[config.mk]
export PLATFORM = sky130hd
export DESIGN_NAME = cold_tank_compressor_request_core
export DESIGN_NICKNAME = d
export VERILOG_FILES = /design/src/hdl/ctcr_pkg.sv /design/src/hdl/cold_tank_compressor_request_core.sv /design/src/hdl/ctcr_in_reg.sv /design/src/hdl/ctcr_ctrl.sv /design/src/hdl/ctcr_out_reg.sv
export SDC_FILE = /design/constraint.sdc
export NUM_CORES = 1
export LEC_CHECK = 0
export ABC_CLOCK_PERIOD_IN_PS = 12580
export BUFFER_PORTS_ARGS = -buffer_cell sky130_fd_sc_hd__buf_2
export CAP_MARGIN = 20
export CORE_MARGIN = 1.5
export CORE_UTILIZATION = 50
export CTS_CLUSTER_SIZE = 8
export DETAILED_ROUTE_END_ITERATION = 16
export GPL_TIMING_DRIVEN = 1
export PLACE_DENSITY = 0.69
export SYNTH_ARGS = -nofsm -noshare
export SYNTH_HDL_FRONTEND = slang
export SYNTH_SLANG_ARGS = --single-unit
[constraint.sdc]
create_clock -name clk -period 12.58 [get_ports clk]
set_input_delay 3.774 -clock clk [delete_from_list [all_inputs] [get_ports clk]]
set_output_delay 3.774 -clock clk [all_outputs]
set_load 0.01 [all_outputs]
[src/hdl/ctcr_pkg.sv]
// Shared types, constants and the ambient-band target table for the cold tank request core.
`default_nettype none

package ctcr_pkg;

  // Configuration register indexes
  localparam int CFG_IDX_W = 1;
  localparam logic [CFG_IDX_W-1:0] CFG_MAKE_ENABLE  = 1'd0;
  localparam logic [CFG_IDX_W-1:0] CFG_AMOUNT_LEVEL = 1'd1;

  // Request types
  localparam logic REQ_TICK     = 1'b0;
  localparam logic REQ_DISPENSE = 1'b1;

  // Temperatures in tenths of a degree
  localparam logic signed [11:0] TEMP_INIT_START = 12'sd230;
  localparam logic signed [11:0] PROTECT_TEMP    = 12'sd20;
  localparam logic signed [11:0] SLEEP_ON_TEMP   = 12'sd100;
  localparam logic signed [11:0] SPEED_HYST      = 12'sd5;
  localparam int                 BAND_STEP       = 40;
  localparam int                 NUM_BANDS       = 11;
  localparam logic [3:0]         HOT_BAND        = 4'd8;

  localparam logic [3:0]  ON_DELAY           = 4'd10;
  localparam logic [7:0]  AMOUNT_HOLD        = 8'd180;
  localparam logic [10:0] MIN_HELD_EXTRA     = 11'd180;
  localparam logic [6:0]  SPEED_RESET        = 7'd48;
  localparam logic [15:0] AMOUNT_LEVEL_RESET = 16'd240;

  typedef struct packed {
    logic                req_type;
    logic signed [11:0]  cold_temp;
    logic signed [11:0]  protect_temp;
    logic signed [11:0]  ambient_temp;
    logic                comp_running;
    logic                gas_to_cold;
    logic                cold_dispensing;
    logic                comp_rest_over;
    logic                make_inhibit;
    logic                sleep_mode;
    logic [15:0]         dispensed_amount;
  } in_word_t;

  typedef struct packed {
    logic       make_request;
    logic [6:0] target_speed;
    logic       temp_bad;
    logic       extra_cooling;
  } res_t;

  typedef struct packed {
    logic signed [11:0] on_tgt;
    logic signed [11:0] prt_on_tgt;
    logic signed [11:0] off_tgt;
    logic signed [11:0] speed_ref;
    logic [6:0]         rps_low;
    logic [6:0]         rps_high;
    logic [10:0]        extra;
  } row_t;

  function automatic row_t mk_row(input int on_v, input int prt_v, input int off_v,
                                  input int ref_v, input int lo_v, input int hi_v,
                                  input int ext_v);
    row_t r;
    r.on_tgt     = 12'(on_v);
    r.prt_on_tgt = 12'(prt_v);
    r.off_tgt    = 12'(off_v);
    r.speed_ref  = 12'(ref_v);
    r.rps_low    = 7'(lo_v);
    r.rps_high   = 7'(hi_v);
    r.extra      = 11'(ext_v);
    return r;
  endfunction

  // Row by start mode (0 init, 1 restart) and ambient band
  function automatic row_t tank_row(input logic mode, input logic [3:0] band);
    row_t r;
    if (!mode) begin
      case (band)
        4'd0:    r = mk_row( 35, -100, 20,  0, 45, 45,   90);
        4'd1:    r = mk_row( 40, -100, 25,  0, 47, 47,  150);
        4'd2:    r = mk_row( 45, -100, 30,  0, 47, 47,  210);
        4'd3:    r = mk_row( 50, -100, 35,  0, 47, 47,  240);
        4'd4:    r = mk_row( 60, -100, 40,  0, 47, 47,  330);
        4'd5:    r = mk_row( 70, -100, 50,  0, 47, 47,  480);
        4'd6:    r = mk_row( 75, -100, 50,  0, 47, 47,  540);
        4'd7:    r = mk_row( 80, -100, 50,  0, 47, 47,  660);
        4'd8:    r = mk_row(100, -100, 50,  0, 47, 47,  780);
        4'd9:    r = mk_row(125, -100, 55, 50, 60, 45,  990);
        default: r = mk_row(140, -100, 55, 50, 60, 45, 1050);
      endcase
    end else begin
      case (band)
        4'd0:    r = mk_row( 36, 35, 20,  0, 45, 45,   0);
        4'd1:    r = mk_row( 42, 38, 25,  0, 47, 47,  90);
        4'd2:    r = mk_row( 50, 40, 30,  0, 47, 47, 120);
        4'd3:    r = mk_row( 55, 41, 35,  0, 47, 47, 180);
        4'd4:    r = mk_row( 65, 43, 40,  0, 47, 47, 210);
        4'd5:    r = mk_row( 75, 46, 50,  0, 47, 47, 240);
        4'd6:    r = mk_row( 80, 48, 50,  0, 47, 47, 270);
        4'd7:    r = mk_row( 85, 50, 50,  0, 47, 47, 330);
        4'd8:    r = mk_row(105, 55, 50,  0, 47, 47, 360);
        4'd9:    r = mk_row(130, 63, 55, 55, 60, 45, 390);
        default: r = mk_row(145, 65, 55, 55, 60, 45, 420);
      endcase
    end
    return r;
  endfunction

endpackage

`default_nettype wire

[src/hdl/cold_tank_compressor_request_core.sv]
// Top level of the cold tank compressor request controller.
//
// One word in, one word out. A tick word (req_type 0) carries the cold, protection
// and ambient temperatures in signed tenths of a degree plus status flags; the
// core sorts ambient into eleven bands, looks up start/stop targets and extra-run
// time for init or restart mode, runs the start, stop, extra-cooling, sub-cool
// protection and speed hysteresis rules and returns make_request, target_speed,
// temp_bad and extra_cooling. A dispense word (req_type 1) only lowers the
// remaining cold-water budget (saturating at zero) and returns the current status.
// Rate: one word per clock sustained while the consumer keeps out_ready high. Each
// word is held in the input register and is then evaluated in a single pass
// against the state registers, which update on the same edge as the result
// register. The result waits in the result register, which drives out_*, until
// the consumer takes it. The input side keeps accepting while a result waits; it
// stalls only when both stages are full.
// Configuration (make_enable at index 0, amount_reset_level at index 1) is
// written through cfg_we/cfg_index/cfg_wdata and should only change while the
// core is idle. No clearing pass after reset: the core is ready straight away.
`default_nettype none

module cold_tank_compressor_request_core (
  input  logic                           clk,
  input  logic                           rst_n,
  // input channel
  input  logic                           in_valid,
  output logic                           in_ready,
  input  logic                           in_req_type,
  input  logic signed [11:0]             in_cold_temp,
  input  logic signed [11:0]             in_protect_temp,
  input  logic signed [11:0]             in_ambient_temp,
  input  logic                           in_comp_running,
  input  logic                           in_gas_to_cold,
  input  logic                           in_cold_dispensing,
  input  logic                           in_comp_rest_over,
  input  logic                           in_make_inhibit,
  input  logic                           in_sleep_mode,
  input  logic [15:0]                    in_dispensed_amount,
  // result channel
  output logic                           out_valid,
  input  logic                           out_ready,
  output logic                           out_make_request,
  output logic [6:0]                     out_target_speed,
  output logic                           out_temp_bad,
  output logic                           out_extra_cooling,
  // configuration
  input  logic                           cfg_we,
  input  logic [ctcr_pkg::CFG_IDX_W-1:0] cfg_index,
  input  logic [15:0]                    cfg_wdata
);
  import ctcr_pkg::*;

  in_word_t word_d;
  in_word_t word_q;
  res_t     res_d;
  res_t     res_q;
  logic     fire;
  logic     out_free;

  // pack the input word
  assign word_d.req_type         = in_req_type;
  assign word_d.cold_temp        = in_cold_temp;
  assign word_d.protect_temp     = in_protect_temp;
  assign word_d.ambient_temp     = in_ambient_temp;
  assign word_d.comp_running     = in_comp_running;
  assign word_d.gas_to_cold      = in_gas_to_cold;
  assign word_d.cold_dispensing  = in_cold_dispensing;
  assign word_d.comp_rest_over   = in_comp_rest_over;
  assign word_d.make_inhibit     = in_make_inhibit;
  assign word_d.sleep_mode       = in_sleep_mode;
  assign word_d.dispensed_amount = in_dispensed_amount;

  ctcr_in_reg u_in (
    .clk      (clk),
    .rst_n    (rst_n),
    .in_valid (in_valid),
    .in_ready (in_ready),
    .word_d   (word_d),
    .dn_free  (out_free),
    .fire     (fire),
    .word_q   (word_q)
  );

  // state moves on the same edge the result is captured
  ctcr_ctrl u_ctrl (
    .clk       (clk),
    .rst_n     (rst_n),
    .step      (fire),
    .wd        (word_q),
    .cfg_we    (cfg_we),
    .cfg_index (cfg_index),
    .cfg_wdata (cfg_wdata),
    .res       (res_d)
  );

  ctcr_out_reg u_out (
    .clk       (clk),
    .rst_n     (rst_n),
    .load      (fire),
    .res_d     (res_d),
    .out_ready (out_ready),
    .out_valid (out_valid),
    .free      (out_free),
    .res_q     (res_q)
  );

  assign out_make_request  = res_q.make_request;
  assign out_target_speed  = res_q.target_speed;
  assign out_temp_bad      = res_q.temp_bad;
  assign out_extra_cooling = res_q.extra_cooling;

endmodule

`default_nettype wire

[src/hdl/ctcr_in_reg.sv]
// Input register stage: holds one accepted word until the control stage takes it.
`default_nettype none

module ctcr_in_reg (
  input  logic              clk,
  input  logic              rst_n,
  input  logic              in_valid,
  output logic              in_ready,
  input  ctcr_pkg::in_word_t word_d,
  input  logic              dn_free,
  output logic              fire,
  output ctcr_pkg::in_word_t word_q
);

  logic               v_r;
  logic               v_nxt;
  ctcr_pkg::in_word_t word_r;

  assign fire     = v_r && dn_free;
  assign in_ready = !v_r || dn_free;

  always_comb begin
    v_nxt = v_r;
    if (in_valid && in_ready) begin
      v_nxt = 1'b1;
    end else if (fire) begin
      v_nxt = 1'b0;
    end
  end

  always_ff @(posedge clk) begin
    if (!rst_n) begin
      v_r <= 1'b0;
    end else begin
      v_r <= v_nxt;
    end
  end

  always_ff @(posedge clk) begin
    if (in_valid && in_ready) begin
      word_r <= word_d;
    end
  end

  assign word_q = word_r;

endmodule

`default_nettype wire

[src/hdl/ctcr_ctrl.sv]
// Control stage: per-tick rules, state registers and configuration registers.
`default_nettype none

module ctcr_ctrl (
  input  logic                           clk,
  input  logic                           rst_n,
  input  logic                           step,
  input  ctcr_pkg::in_word_t             wd,
  input  logic                           cfg_we,
  input  logic [ctcr_pkg::CFG_IDX_W-1:0] cfg_index,
  input  logic [15:0]                    cfg_wdata,
  output ctcr_pkg::res_t                 res
);
  import ctcr_pkg::*;

  // config
  logic        make_en_r;
  logic [15:0] level_r;

  // state
  logic        cr_r, cr_nxt;
  logic        ea_r, ea_nxt;
  logic [10:0] etl_r, etl_nxt;
  logic        retry_r, retry_nxt;
  logic        hp_r, hp_nxt;
  logic [10:0] ht_r, ht_nxt;
  logic        mode_r, mode_nxt;
  logic        cbh_r, cbh_nxt;
  logic [6:0]  spd_r, spd_nxt;
  logic [15:0] rem_r, rem_nxt;
  logic [7:0]  hold_r, hold_nxt;
  logic [3:0]  dh_r, dh_nxt;
  logic        bad_r, bad_nxt;

  // working values
  logic signed [11:0] tc, tp, amb;
  logic [3:0]         band;
  row_t               row0, row1, row_f;
  logic signed [11:0] on0, on1, on_f;
  logic               hot_start, ibd_ret, rule_start, rule_stop, init_cond, mk;
  logic [3:0]         dh_eff;

  assign tc  = $signed(wd.cold_temp);
  assign tp  = $signed(wd.protect_temp);
  assign amb = $signed(wd.ambient_temp);

  // ambient band: number of 4.0 degree steps exceeded, capped at the last band
  always_comb begin
    band = 4'd0;
    for (int k = 1; k < NUM_BANDS; k++) begin
      if (amb > BAND_STEP * k) begin
        band = band + 4'd1;
      end
    end
  end

  assign row0 = tank_row(1'b0, band);
  assign row1 = tank_row(1'b1, band);
  assign on0  = wd.sleep_mode ? SLEEP_ON_TEMP : $signed(row0.on_tgt);
  assign on1  = wd.sleep_mode ? SLEEP_ON_TEMP : $signed(row1.on_tgt);

  assign hot_start = (tc >= TEMP_INIT_START);
  assign dh_eff    = wd.cold_dispensing ? ON_DELAY : dh_r;
  assign ibd_ret   = (dh_eff == 4'd0) && (rem_r == 16'd0);

  always_comb begin
    cr_nxt    = cr_r;
    ea_nxt    = ea_r;
    etl_nxt   = etl_r;
    retry_nxt = retry_r;
    hp_nxt    = hp_r;
    ht_nxt    = ht_r;
    mode_nxt  = mode_r;
    cbh_nxt   = cbh_r;
    spd_nxt   = spd_r;
    rem_nxt   = rem_r;
    hold_nxt  = hold_r;
    dh_nxt    = dh_r;
    bad_nxt   = bad_r;
    mk         = 1'b0;
    rule_start = 1'b0;
    rule_stop  = 1'b0;
    init_cond  = 1'b0;
    row_f      = mode_r ? row1 : row0;
    on_f       = wd.sleep_mode ? SLEEP_ON_TEMP : $signed(row_f.on_tgt);

    if (wd.req_type == REQ_TICK) begin
      if (wd.comp_running && wd.gas_to_cold && etl_r != 11'd0) begin
        etl_nxt = etl_r - 11'd1;
      end

      // budget hold and restore
      if (rem_r < level_r) begin
        if (hold_r == 8'd0) begin
          if (rem_r != 16'd0) begin
            rem_nxt  = level_r;
            hold_nxt = AMOUNT_HOLD;
          end
        end else begin
          hold_nxt = hold_r - 8'd1;
        end
      end

      if (ea_r) begin
        if (etl_nxt != 11'd0) begin
          mk = 1'b1;
        end else begin
          ea_nxt     = 1'b0;
          etl_nxt    = 11'd0;
          retry_nxt  = 1'b0;
          rule_start = 1'b1;
        end
      end else if (cr_r) begin
        rule_stop = 1'b1;
      end else begin
        rule_start = 1'b1;
      end

      // dispense hold only runs when a rule looks at it below the hot start
      if ((rule_start || rule_stop) && !hot_start && dh_eff != 4'd0) begin
        dh_nxt = dh_eff - 4'd1;
      end
      init_cond = (rule_start || rule_stop) && (hot_start || ibd_ret);

      if (rule_start) begin
        if (init_cond) begin
          mode_nxt = 1'b0;
          mk       = (tc >= on0);
          if (mk) begin
            hp_nxt = 1'b0;
            ht_nxt = 11'd0;
          end
        end else if (tp > PROTECT_TEMP) begin
          mode_nxt = 1'b1;
          if (tc >= on1 && tp >= $signed(row1.prt_on_tgt)) begin
            hp_nxt = 1'b0;
            ht_nxt = 11'd0;
            mk     = 1'b1;
          end else if (hp_r && wd.comp_rest_over) begin
            retry_nxt = 1'b1;
            ea_nxt    = 1'b1;
            etl_nxt   = ht_r;
            hp_nxt    = 1'b0;
            ht_nxt    = 11'd0;
          end
        end
      end

      if (rule_stop && init_cond) begin
        mode_nxt = 1'b0;
      end

      row_f = mode_nxt ? row1 : row0;
      on_f  = wd.sleep_mode ? SLEEP_ON_TEMP : $signed(row_f.on_tgt);

      if (rule_stop) begin
        mk = 1'b1;
        if ($signed(row_f.off_tgt) >= tc) begin
          ea_nxt  = 1'b1;
          etl_nxt = row_f.extra;
          if (row_f.extra == 11'd0) begin
            ea_nxt = 1'b0;
            mk     = 1'b0;
          end
        end
      end

      // sub-cool protection
      if (!(tp > PROTECT_TEMP)) begin
        if (band >= HOT_BAND) begin
          if (ea_nxt) begin
            if (!retry_nxt) begin
              if (etl_nxt >= MIN_HELD_EXTRA) begin
                hp_nxt = 1'b1;
                ht_nxt = etl_nxt;
              end
              ea_nxt    = 1'b0;
              etl_nxt   = 11'd0;
              retry_nxt = 1'b0;
              mk        = 1'b0;
            end
          end else if (mk) begin
            ea_nxt    = 1'b0;
            etl_nxt   = 11'd0;
            retry_nxt = 1'b0;
            hp_nxt    = 1'b0;
            ht_nxt    = 11'd0;
            mk        = 1'b0;
          end
        end else begin
          ea_nxt    = 1'b0;
          etl_nxt   = 11'd0;
          retry_nxt = 1'b0;
          hp_nxt    = 1'b0;
          ht_nxt    = 11'd0;
          mk        = 1'b0;
        end
      end

      // speed band hysteresis
      if (mk) begin
        if (!cbh_r) begin
          if ($signed(row_f.speed_ref) + SPEED_HYST <= tc) begin
            cbh_nxt = 1'b1;
          end
        end else if (tc < $signed(row_f.speed_ref)) begin
          cbh_nxt = 1'b0;
        end
        spd_nxt = cbh_nxt ? row_f.rps_high : row_f.rps_low;
      end

      if (!wd.comp_rest_over) begin
        mk = 1'b0;
      end
      if (!make_en_r || wd.make_inhibit) begin
        mk        = 1'b0;
        ea_nxt    = 1'b0;
        etl_nxt   = 11'd0;
        retry_nxt = 1'b0;
        hp_nxt    = 1'b0;
        ht_nxt    = 11'd0;
      end
      cr_nxt = mk;

      // water status
      if (make_en_r) begin
        if (!bad_r) begin
          if (tc >= on_f) begin
            bad_nxt = 1'b1;
          end
        end else if (tc <= $signed(row_f.off_tgt)) begin
          bad_nxt = 1'b0;
        end
      end
    end else begin
      rem_nxt = (rem_r < wd.dispensed_amount) ? 16'd0 : rem_r - wd.dispensed_amount;
    end
  end

  always_ff @(posedge clk) begin
    if (!rst_n) begin
      cr_r    <= 1'b0;
      ea_r    <= 1'b0;
      etl_r   <= 11'd0;
      retry_r <= 1'b0;
      hp_r    <= 1'b0;
      ht_r    <= 11'd0;
      mode_r  <= 1'b1;
      cbh_r   <= 1'b1;
      spd_r   <= SPEED_RESET;
      rem_r   <= AMOUNT_LEVEL_RESET;
      hold_r  <= AMOUNT_HOLD;
      dh_r    <= 4'd0;
      bad_r   <= 1'b0;
    end else if (step) begin
      cr_r    <= cr_nxt;
      ea_r    <= ea_nxt;
      etl_r   <= etl_nxt;
      retry_r <= retry_nxt;
      hp_r    <= hp_nxt;
      ht_r    <= ht_nxt;
      mode_r  <= mode_nxt;
      cbh_r   <= cbh_nxt;
      spd_r   <= spd_nxt;
      rem_r   <= rem_nxt;
      hold_r  <= hold_nxt;
      dh_r    <= dh_nxt;
      bad_r   <= bad_nxt;
    end
  end

  always_ff @(posedge clk) begin
    if (!rst_n) begin
      make_en_r <= 1'b1;
      level_r   <= AMOUNT_LEVEL_RESET;
    end else if (cfg_we) begin
      unique case (cfg_index)
        CFG_MAKE_ENABLE:  make_en_r <= cfg_wdata[0];
        CFG_AMOUNT_LEVEL: level_r   <= cfg_wdata;
        default: ;
      endcase
    end
  end

  assign res.make_request  = cr_nxt;
  assign res.target_speed  = spd_nxt;
  assign res.temp_bad      = bad_nxt;
  assign res.extra_cooling = ea_nxt;

endmodule

`default_nettype wire

[src/hdl/ctcr_out_reg.sv]
// Result register: holds one result word until the consumer takes it.
`default_nettype none

module ctcr_out_reg (
  input  logic           clk,
  input  logic           rst_n,
  input  logic           load,
  input  ctcr_pkg::res_t res_d,
  input  logic           out_ready,
  output logic           out_valid,
  output logic           free,
  output ctcr_pkg::res_t res_q
);

  logic           ov_r;
  logic           ov_nxt;
  ctcr_pkg::res_t res_r;

  assign free = !ov_r || out_ready;

  always_comb begin
    ov_nxt = ov_r;
    if (load) begin
      ov_nxt = 1'b1;
    end else if (out_ready) begin
      ov_nxt = 1'b0;
    end
  end

  always_ff @(posedge clk) begin
    if (!rst_n) begin
      ov_r <= 1'b0;
    end else begin
      ov_r <= ov_nxt;
    end
  end

  always_ff @(posedge clk) begin
    if (load) begin
      res_r <= res_d;
    end
  end

  assign out_valid = ov_r;
  assign res_q     = res_r;

endmodule

`default_nettype wire

# After elaboration in Yosys (flattened, before gate mapping)
# Memory sizes are Yosys's and may differ from the RTL's.
# Cells that the tools add are included.
# Widths: inputs -> output; s select.
[word_totals]
n_memories = 2
mem_bits_ro = 1104
elab_cells = 255
output_inout_bits = 12
regBits = 152
[classes]
n_eq_ne = 1
n_reduce_logical = 40
mux = 140
n_lt_le_gt_ge = 24
bitwise_logic = 2
add_sub_neg = 14
[memory_table]
columns = ["memory", "depth", "word_bits", "rd", "rd_ports_with_merged_regs", "wr", "line_no", "text"]
rows = [
  ["(no name shown)", 16, 38, 1, 0, 0, "ctcr_pkg.sv:93", "case (band)"],
  ["(no name shown)", 16, 31, 1, 0, 0, "ctcr_pkg.sv:79", "case (band)"],
]
[op_table]
columns = ["cell", "count"]
rows = [
  ["$mux 11", 31],
  ["$mux 1", 85],
  ["$mux 16", 5],
  ["$mux 73", 1],
  ["$ge 12x12->1", 5],
  ["$gt 12x10->1 const B", 4],
  ["$mux 4", 10],
  ["$gt 12x9->1 const B", 3],
  ["$mux 12", 3],
  ["$add 4x1->4 const B", 8],
  ["$lt 16x16->1", 2],
  ["$gt 12x8->1 const B", 2],
  ["$le 12x12->1", 2],
  ["$reduce_bool 11->1", 2],
  ["$mux 7", 3],
  ["$logic_not 16->1", 1],
  ["$mux 8", 2],
  ["$reduce_bool 16->1", 1],
  ["$sub 16x16->16", 1],
  ["$add 12x4->12 const B", 1],
  ["$ge 12x9->1 const B", 1],
  ["$gt 12x6->1 const B", 1],
  ["$gt 12x7->1 const B", 1],
  ["$lt 12x12->1", 1],
  ["19 further kinds", 45],
]

# Depth between registers and ports, before layout
# Gate-level depths: netlist of run 1.
# An unclocked memory read counts as a cell.
[depth]
ltp_word = 40
mapped_depth = 53
depth_no_buf = 50

# Cells and area by module
# From an unflattened synthesis of run 1, not the netlist that was laid out.
[unflattened]
hier_cells = 1267
hier_area_um2 = 10831.6
[modules_own_cells]
columns = ["module", "area_each_um2", "seq_area_each_um2", "n_inst", "cells_each"]
rows = [
  ["ctcr_ctrl", 8645.8, 1621.6, 1, 1188],
  ["ctcr_in_reg", 1836.8, 1791.7, 1, 65],
  ["ctcr_out_reg", 349.1, 320.3, 1, 14],
]

# Worst setup path before layout of run 1
# OpenSTA, ideal clock, no wires.
[synth_path]
path_type = "register to register"
startpoint = "register u_in.word_r, in the netlist u_in.word_q[23]"
endpoint = "register u_out.res_r, in the netlist u_out.res_q[2], data pin"
arrival_ns = 10.156
path_buffers = 0
setup_slack_ns = 2.165
t_required_ns = 12.320
stages_incl_launch_ff = 48
path_cell_list = "edfxtp_1 o41a_1 o21ai_0 a21o_1 inv_1 ha_1 xor2_4 ha_1 mux2_2 ha_1 a21boi_0 a211o_1 ha_1 nand2_1 nand2_1 ha_1 and2_1 a21oi_1 [12 not listed] mux2i_2 o21ai_0 ha_1 nand2b_1 a21o_1 a21o_1 a21o_1 a21o_1 a21o_1 a21oi_1 or2_2 or4_1 mux2i_1 o211a_1 a21oi_1 o21ai_1 nor2_1 mux2_2"
[synth_rtl]
columns = ["item", "line_no", "text"]
rows = [
  ["from (decl)", "ctcr_in_reg.sv:17", "ctcr_pkg::in_word_t word_r;"],
  ["from (signal assigned)", "ctcr_in_reg.sv:41", "word_r <= word_d;"],
  ["to (signal assigned)", "ctcr_out_reg.sv:40", "res_r <= res_d;"],
  ["to (decl)", "ctcr_out_reg.sv:17", "ctcr_pkg::res_t res_r;"],
]

==> flow_summary.json, run 1 <==
{
  "async_flop_share_pct": 0,
  "clkSinkCount": 152,
  "syn_to_final_growth_pct": 11.5,
  "netlist_area_um2": 10800,
  "track_usage_pct": 25.1,
  "worstMarginPinSlew_ps": 933,
  "port_buffers": 92,
  "gr-total-overflow": 0,
  "clk_pin_slew_ps": 60,
  "r2r_end": "u_out.res_q[3]",
  "min_period_ps": 11500,
  "ctsHoldBuffers": 0,
  "arrival_ps": 11670,
  "synth-seq-cells": 152,
  "status": "finished, final reports clean",
  "ant_nets": 0,
  "grt_max_degree": 57,
  "rr_worst_depth": 50,
  "max_stage_delay_ps": 460,
  "nFillCells": 1925,
  "grt_antenna_before_repair": 0,
  "r2r_setup_slack_ps": 1080,
  "remaining_drc_errors": 0,
  "required_ps": 12750,
  "finalWirelength_um": 27000,
  "yosys_warnings": 0,
  "cp_common_cell": "ha_1",
  "place_inst": 1567,
  "worstHoldPathType": "reg -> reg",
  "dieHeight_um": 150,
  "first_pass_iters": 5,
  "min_from": "u_ctrl.spd_r[5]",
  "vias": 9375,
  "start_util_pct": 51.2,
  "num_antenna_cells": 0,
  "startpoint_type": "flip-flop",
  "fin_worst_skew_ps": 14.8,
  "fin_nets": 1494,
  "syn_area_per_cell_um2": 8.72,
  "synthesis.nets": 1421,
  "avgViaCountPerCell": 5.86,
  "finalCritPeriodShare_pct": 91.4,
  "setup_violations": 0,
  "wl_per_cell_um": 16.9,
  "hpwl_um": 20400,
  "min_to": "u_ctrl.spd_r[5]",
  "first_iter_violations": 643,
  "synthCells": 1238,
  "cts_tree": "yes",
  "setup_tns_ps": 0,
  "whs_path_depth": 1,
  "core_um2": 21100,
  "ys.flop_type": "dfxtp_1",
  "die_area_um2": 22500,
  "cts.repair.resized": 0,
  "io_pins": 93,
  "leakagePower_nw": 5.02,
  "cts_max_level": 4,
  "max_slew_margin_pct": 37.8,
  "critPathSlowestCell": "o41a_1",
  "critPathKind": "reg -> reg",
  "place.gp.congestion": 0.937,
  "whs_ps": 450,
  "ctsLongestPathBuffers": 2,
  "ys_types": 89,
  "r2r-start": "u_in.word_q[23]",
  "cts_buffers": 17,
  "post-cts-setup-buffer-count": 0,
  "worstPathMaxFanout": 13,
  "crit_family": "compound AO/OA/AOI/OAI gates",
  "grt_pass1_wl_um": 44600,
  "final_common_cell": "nand2_1",
  "rsz0062_at_grt": "false",
  "p_per_area_nw_per_um2": 164,
  "report.final.slew_viol_count": 0,
  "critPathCaptureType": "flip-flop",
  "vdd_drop_max_mv": 0.0919,
  "synth_edf_count": 69,
  "drive_gt1_share_pct": 14.3,
  "root_buffer": "clkbuf_16",
  "max_freq_ghz": 0.0870,
  "final_cell_count_no_fill": 1599,
  "die_x_um": 150,
  "ys_seq_area_share_pct": 34.6,
  "layout_common_cells": "133 x nand2_1, 104 x nor2_1, 101 x ha_1, 92 x buf_2, 90 x a21oi_1",
  "grt_pass1_vias": 8975,
  "maxCapViolCount": 0,
  "rows": 53,
  "cp.buffers_inverters": 5,
  "clk_latency_ps": 430,
  "report.final.hold_viol_count": 0
}
metrics by stage:
stage	utilization (%)	total power, mW	setup WS (ps)	cell area (um^2)
3_3_place_gp	54.5	1.47	1620	11500
2_1_floorplan	-	1.26	2160	10800
3_5_place_dp	54.5	1.48	1210	11500
6_report	57.1	1.97	1080	12000
4_1_cts	57.1	1.97	1180	12000
5_1_grt	57.1	2.11	92.6	12000
cell families (layout without fill, tap and decap cells):
family / count (synthesis) / after routing / share of synthesized area (%)
and+or+nand+nor: 421 / 421 / 19.1
AOI/OAI and AO/OA: 349 / 349 / 22.2
DFF: 152 / 152 / 34.6
buffers and inverters: 140 / 226 / 4.99
adders and majority gates: 102 / 102 / 11.9
xor gates and xnor gates: 41 / 41 / 4.08
muxes: 32 / 32 / 3.16
other: 1 / 1 / 0.0347
flip-flops by register name, indices dropped and copies added, names as in the netlist:
register	cells
u_in.word_q	59
u_ctrl.level_r	16
u_ctrl.rem_r	16
u_ctrl.etl_r	11
u_ctrl.ht_r	11
u_out.res_q	10
u_ctrl.hold_r	8
u_ctrl.spd_r	7
u_ctrl.dh_r	4
u_ctrl.bad_r	1
u_ctrl.cbh_r	1
u_ctrl.cr_r	1
u_ctrl.ea_r	1
u_ctrl.hp_r	1
u_ctrl.make_en_r	1
u_ctrl.mode_r	1
u_ctrl.retry_r	1
u_in.v_r	1
u_out.out_valid	1
synth_stat cells (21+ instances only):
master	instances	area, um^2
clkbuf_1	42	158
edfxtp_1	69	2070
nor2_1	104	390
ha_1	101	1260
dfxtp_1	83	1660
o21ai_0	72	360
nand2_1	133	499
inv_1	89	334
nand3_1	21	105
nand2b_1	21	131
a21oi_1	90	450
nor3_1	31	155
a21o_1	34	255
how the worst max path moves through the flow:
stage / startpoint / to / slack [ps] / cells past startpoint
5_1_grt: u_in.word_q[23] / u_out.res_q[6] / 90 / 50
4_1_cts: u_in.word_q[23] / u_out.res_q[2] / 1180 / 50
3_3_place_gp: u_in.word_q[30] / u_out.res_q[6] / 1620 / 49
6_report: u_in.word_q[23] / u_out.res_q[3] / 1080 / 50
3_5_place_dp: u_in.word_q[32] / u_out.res_q[2] / 1210 / 49
2_1_floorplan: u_in.word_q[23] / u_out.res_q[2] / 2160 / 47
where the power goes:
| group | leakage (nW) | total, mW | switching [mW] | internal [mW] |
|---|---|---|---|---|
| logic | 3.41 | 0.931 | 0.561 | 0.369 |
| registers | 1.34 | 0.559 | 0.0198 | 0.539 |
| clock network | 0.276 | 0.481 | 0.214 | 0.267 |
| total | 5.02 | 1.97 | 0.795 | 1.18 |
layer usage:
metal  GRT usage (%)  wire length, um  vias to the layer above  share of wire (%)
met1            32.6            12300                     4362                 45
met2            41.3            12500                      318                 46
met5               0                0                        -                  0
li1                -                -                     4649                  -
met4            8.97              606                        0                2.2
met3            5.00             1670                       46                6.2
cell type report:
class	instances	area (um^2)	area share, %
multi-input cells	946	6530	54.2
clock buffers	20	458	3.80
flip-flops and latches	152	3730	31.0
clock inverters	12	93.8	0.779
inverters	91	342	2.84
repair buffers	103	543	4.51
well taps	275	344	2.86
No activity file was read; power rests on OpenSTA's default activity.
==> run 2: changes to the inputs <==
--- a/config.mk
+++ b/config.mk
@@ -5,7 +5,7 @@
 export SDC_FILE = /design/constraint.sdc
 export NUM_CORES = 1
 export LEC_CHECK = 0
-export ABC_CLOCK_PERIOD_IN_PS = 12580
+export ABC_CLOCK_PERIOD_IN_PS = 11800
 export BUFFER_PORTS_ARGS = -buffer_cell sky130_fd_sc_hd__buf_2
 export CAP_MARGIN = 20
 export CORE_MARGIN = 1.5
==> constraint.sdc (replaced) <==
create_clock -name clk -period 11.8 [get_ports clk]
set_input_delay 3.54 -clock clk [delete_from_list [all_inputs] [get_ports clk]]
set_output_delay 3.54 -clock clk [all_outputs]
set_load 0.01 [all_outputs]
==> flow_summary.json, run 2 (synthesis gave the netlist of run 1 again) <==
{
  "status": "finished, final reports clean",
  "worstPathMaxFanout": 12,
  "start_util_pct": 51.2,
  "arrival_ps": 11390,
  "crit_path_end": "u_ctrl.ht_r[9]",
  "grt_pass1_wl_um": 44000,
  "fin_ws_ps": 755,
  "remaining_drc_errors": 0,
  "r2r-start": "u_in.word_q[23]",
  "die_x_um": 150,
  "min_period_ps": 11040,
  "p_per_area_nw_per_um2": 176,
  "grt_antenna_before_repair": 0,
  "drive_gt1_share_pct": 15.0,
  "worstHoldPathType": "reg -> reg",
  "clkSinkCount": 152,
  "startpoint_type": "flip-flop",
  "report.final.slew_viol_count": 0,
  "r2r_end": "u_ctrl.ht_r[9]",
  "cp-startpoint": "u_in.word_q[23]",
  "rows": 53,
  "root_buffer": "clkbuf_16",
  "cts_buffers": 17,
  "largest_reg_flops": 59,
  "io_pins": 93,
  "ctsHoldBuffers": 0,
  "rr_worst_depth": 50,
  "max_freq_ghz": 0.0905,
  "track_usage_pct": 24.8,
  "dieHeight_um": 150,
  "core_um2": 21100,
  "report.final.hold_viol_count": 0,
  "grt_pass1_vias": 8870,
  "pre_cts_ws_ps": 542,
  "finalWirelength_um": 27300,
  "wl_per_cell_um": 17.0,
  "cts_tree": "yes",
  "whs_ps": 447,
  "cp_common_cell": "ha_1",
  "r2r_setup_slack_ps": 760,
  "num_antenna_cells": 0,
  "vdd_drop_max_mv": 0.129,
  "gr-total-overflow": 0,
  "max_slew_margin_pct": 38.5,
  "final_common_cell": "nand2_1",
  "finalCritPeriodShare_pct": 93.6,
  "grt_max_degree": 45,
  "cts_max_level": 4,
  "die_area_um2": 22500,
  "total_power_mw": 2.14,
  "setup_violations": 0,
  "final_cell_count_no_fill": 1607,
  "required_ps": 12150,
  "place.gp.congestion": 0.936,
  "place_inst": 1569,
  "max_stage_delay_ps": 470,
  "first_iter_violations": 796,
  "avgViaCountPerCell": 5.83,
  "leakagePower_nw": 5.08,
  "hpwl_um": 20600,
  "ctsLongestPathBuffers": 2,
  "critPathSlowestCell": "or3b_4",
  "clk_latency_ps": 420,
  "rsz0062_at_grt": "false",
  "ant_nets": 0,
  "critPathCaptureType": "flip-flop",
  "critPathKind": "reg -> reg",
  "fin_nets": 1502,
  "port_buffers": 92,
  "clk_pin_slew_ps": 60,
  "first_pass_iters": 5,
  "worstMarginPinSlew_ps": 923,
  "fin_worst_skew_ps": 8.97,
  "layout_common_cells": "133 x nand2_1, 103 x nor2_1, 100 x ha_1, 92 x buf_2, 90 x a21oi_1",
  "syn_to_final_growth_pct": 12.5,
  "maxCapViolCount": 0,
  "vias": 9363,
  "setup_tns_ps": 0
}
run 2: worst min path at each step:
stage,startpoint,to,slack (ps),cells past startpoint
after floorplan,u_ctrl.spd_r[5],u_ctrl.spd_r[5],410,1
after global placement,u_ctrl.spd_r[5],u_ctrl.spd_r[5],430,1
after detailed placement,u_ctrl.spd_r[5],u_ctrl.spd_r[5],430,1
after CTS,u_ctrl.ht_r[10],u_ctrl.ht_r[10],450,2
after global routing,u_ctrl.ht_r[10],u_ctrl.ht_r[10],470,2
final,u_ctrl.ht_r[10],u_ctrl.ht_r[10],450,2
run 2: metrics by stage:
step | utilization (%) | area [um^2]
3_3_place_gp | 54.6 | 11500
6_report | 57.6 | 12100
5_1_grt | 57.6 | 12100
4_1_cts | 57.3 | 12100
3_5_place_dp | 54.6 | 11500
2_1_floorplan | - | 10800
run 2: what timing repair did:
| action | CTS | global route |
|---|---|---|
| hold endpoints to repair | 0 | 0 |
| setup endpoints to repair | 0 | 36 |
| gates resized for setup | 0 | 4 |
| buffers inserted | 0 | 6 |
run 2: layout make-up:
| cell class | count | area, um^2 |
|---|---|---|
| fillers | 1937 | 8940 |
| clock inverters | 9 | 58.8 |
| well taps | 275 | 344 |
| clock buffers | 23 | 510 |
| multi-input cells | 946 | 6550 |
| inverters | 91 | 342 |
| flip-flops and latches | 152 | 3730 |
| repair buffers | 111 | 603 |
run 2: worst max-delay path: cells and delay by family (launching register included):
kind	cells	cell delay (ps)
mux	3	640
buf+inv	6	810
compound gates	20	3820
xor+xnor	1	280
flops	1	440
simple gates	10	2040
fa+ha+maj	10	2940
run 2: power by group:
group          switching (mW)  internal [mW]
clock                   0.215          0.306
sequential             0.0213          0.575
combinational           0.605          0.418
total                   0.841           1.30
run 2: layer usage:
layer | vias to the layer above | share of wire, % | global-route usage (%)
li1 | 4674 | - | -
met1 | 4351 | 46 | 33.3
met2 | 281 | 47 | 40.5
met3 | 57 | 5.1 | 3.51
met4 | 0 | 2.6 | 9.46
met5 | - | 0 | 0
==> run 3: changes to the inputs <==
--- a/config.mk
+++ b/config.mk
@@ -8,7 +8,6 @@
 export ABC_CLOCK_PERIOD_IN_PS = 11800
 export BUFFER_PORTS_ARGS = -buffer_cell sky130_fd_sc_hd__buf_2
 export CAP_MARGIN = 20
-export CORE_MARGIN = 1.5
 export CORE_UTILIZATION = 50
 export CTS_CLUSTER_SIZE = 8
 export DETAILED_ROUTE_END_ITERATION = 16
==> flow_summary.json, run 3 (synthesis gave the netlist of run 1 again) <==
{
  "ant_nets": 0,
  "worstMarginPinSlew_ps": 873,
  "startpoint_type": "flip-flop",
  "remaining_drc_errors": 0,
  "die_area_um2": 22200,
  "wl_per_cell_um": 16.8,
  "grt_antenna_before_repair": 0,
  "dpl_cell_area_um2": 11500,
  "fin_util_pct": 57.2,
  "arrival_ps": 11130,
  "finalWirelength_um": 26900,
  "largest_reg_flops": 59,
  "rr_worst_depth": 49,
  "syn_to_final_growth_pct": 11.6,
  "critPathSlowestCell": "o41a_1",
  "vdd_drop_max_mv": 0.106,
  "clkSinkCount": 152,
  "worstHoldPathType": "reg -> reg",
  "clk_pin_slew_ps": 60,
  "pre_cts_ws_ps": 587,
  "report.final.hold_viol_count": 0,
  "max_freq_ghz": 0.0912,
  "layout_common_cells": "133 x nand2_1, 102 x nor2_1, 101 x ha_1, 92 x buf_2",
  "first_pass_iters": 5,
  "rows": 53,
  "drive_gt1_share_pct": 14.7,
  "cts_buffers": 17,
  "report.final.slew_viol_count": 0,
  "clk_latency_ps": 420,
  "track_usage_pct": 25.2,
  "avgViaCountPerCell": 5.88,
  "num_antenna_cells": 0,
  "fin_nets": 1495,
  "final_common_cell": "nand2_1",
  "status": "finished, final reports clean",
  "grt_pass1_vias": 9016,
  "place.gp.congestion": 0.940,
  "critPathKind": "reg -> reg",
  "post-cts-setup-buffer-count": 0,
  "ctsLongestPathBuffers": 2,
  "cp_common_cell": "ha_1",
  "setup_tns_ps": 0,
  "grt_pass1_wl_um": 44600,
  "finalCritPeriodShare_pct": 92.9,
  "cts_tree": "yes",
  "gr-total-overflow": 0,
  "first_iter_violations": 755,
  "whs_ps": 447,
  "worstPathMaxFanout": 13,
  "whs_path_depth": 1,
  "max_stage_delay_ps": 460,
  "dieHeight_um": 149,
  "cts_max_level": 4,
  "root_buffer": "clkbuf_16",
  "maxCapViolCount": 0,
  "fin_worst_skew_ps": 9.97,
  "max_slew_margin_pct": 41.8,
  "vias": 9415,
  "p_per_area_nw_per_um2": 174,
  "port_buffers": 92,
  "setup_violations": 0,
  "hpwl_um": 20300,
  "fin_area_um2": 12100,
  "rsz0062_at_grt": "false",
  "die_x_um": 149,
  "min_period_ps": 10960,
  "io_pins": 93,
  "core_um2": 21100,
  "leakagePower_nw": 5.02,
  "required_ps": 11970,
  "critPathCaptureType": "flip-flop",
  "start_util_pct": 51.2,
  "fin_ws_ps": 835,
  "grt_max_degree": 57
}
[run 3: final timing paths]
path                                      start         endpoint  slack [ps]
worst max-delay path            u_in.word_q[23]   u_out.res_q[6]         840
worst min register to register  u_ctrl.spd_r[5]  u_ctrl.spd_r[5]         450
worst min-delay path            u_ctrl.spd_r[5]  u_ctrl.spd_r[5]         450
worst max register to register  u_in.word_q[23]   u_out.res_q[6]         840
[run 3: final cells by class]
cell class / count / area [um^2]
fillers: 1925 / 9030
multi-input cells: 946 / 6550
flip-flops and latches: 152 / 3730
repair buffers: 104 / 551
clock buffers: 21 / 470
well taps: 275 / 344
inverters: 91 / 342
clock inverters: 11 / 70.1
[run 3: power breakdown]
part / leakage [nW] / internal [mW] / switching [mW]
combinational: 3.41 / 0.396 / 0.603
sequential: 1.34 / 0.575 / 0.0215
clock: 0.270 / 0.285 / 0.216
total: 5.02 / 1.26 / 0.840
[run 3: critical path, delay by kind of cell (launching register included)]
family | cells | cell delay (ps)
AND/OR/NAND/NOR | 10 | 1540
multiplexers | 5 | 1240
adder cells (fa/ha/maj) | 10 | 2970
buffers and inverters | 4 | 430
flip-flops | 1 | 440
XOR/XNOR | 1 | 280
AO/OA/AOI/OAI | 19 | 3790
[run 3: routing by layer]
metal | vias to the layer above | GRT usage [%] | wire length (um)
met5 | - | 0 | 0
met4 | 0 | 8.98 | 660
met3 | 46 | 4.13 | 1340
met2 | 281 | 41.6 | 12600
met1 | 4435 | 33.3 | 12300
li1 | 4653 | - | -
[run 3: through the flow]
| stage | total power [mW] | std cells |
|---|---|---|
| global route | 2.25 | 1600 |
| CTS | 2.09 | 1600 |
| finish | 2.10 | 1600 |
| global placement | 1.57 | 1568 |
| detailed placement | 1.59 | 1568 |
| floorplan | 1.34 | 1238 |
[run 3: what timing repair did]
item	in CTS	in global routing
endpoints found under the setup margin	0	9
hold buffers	0	0
endpoints found under the hold margin	0	0
resized for setup	0	4
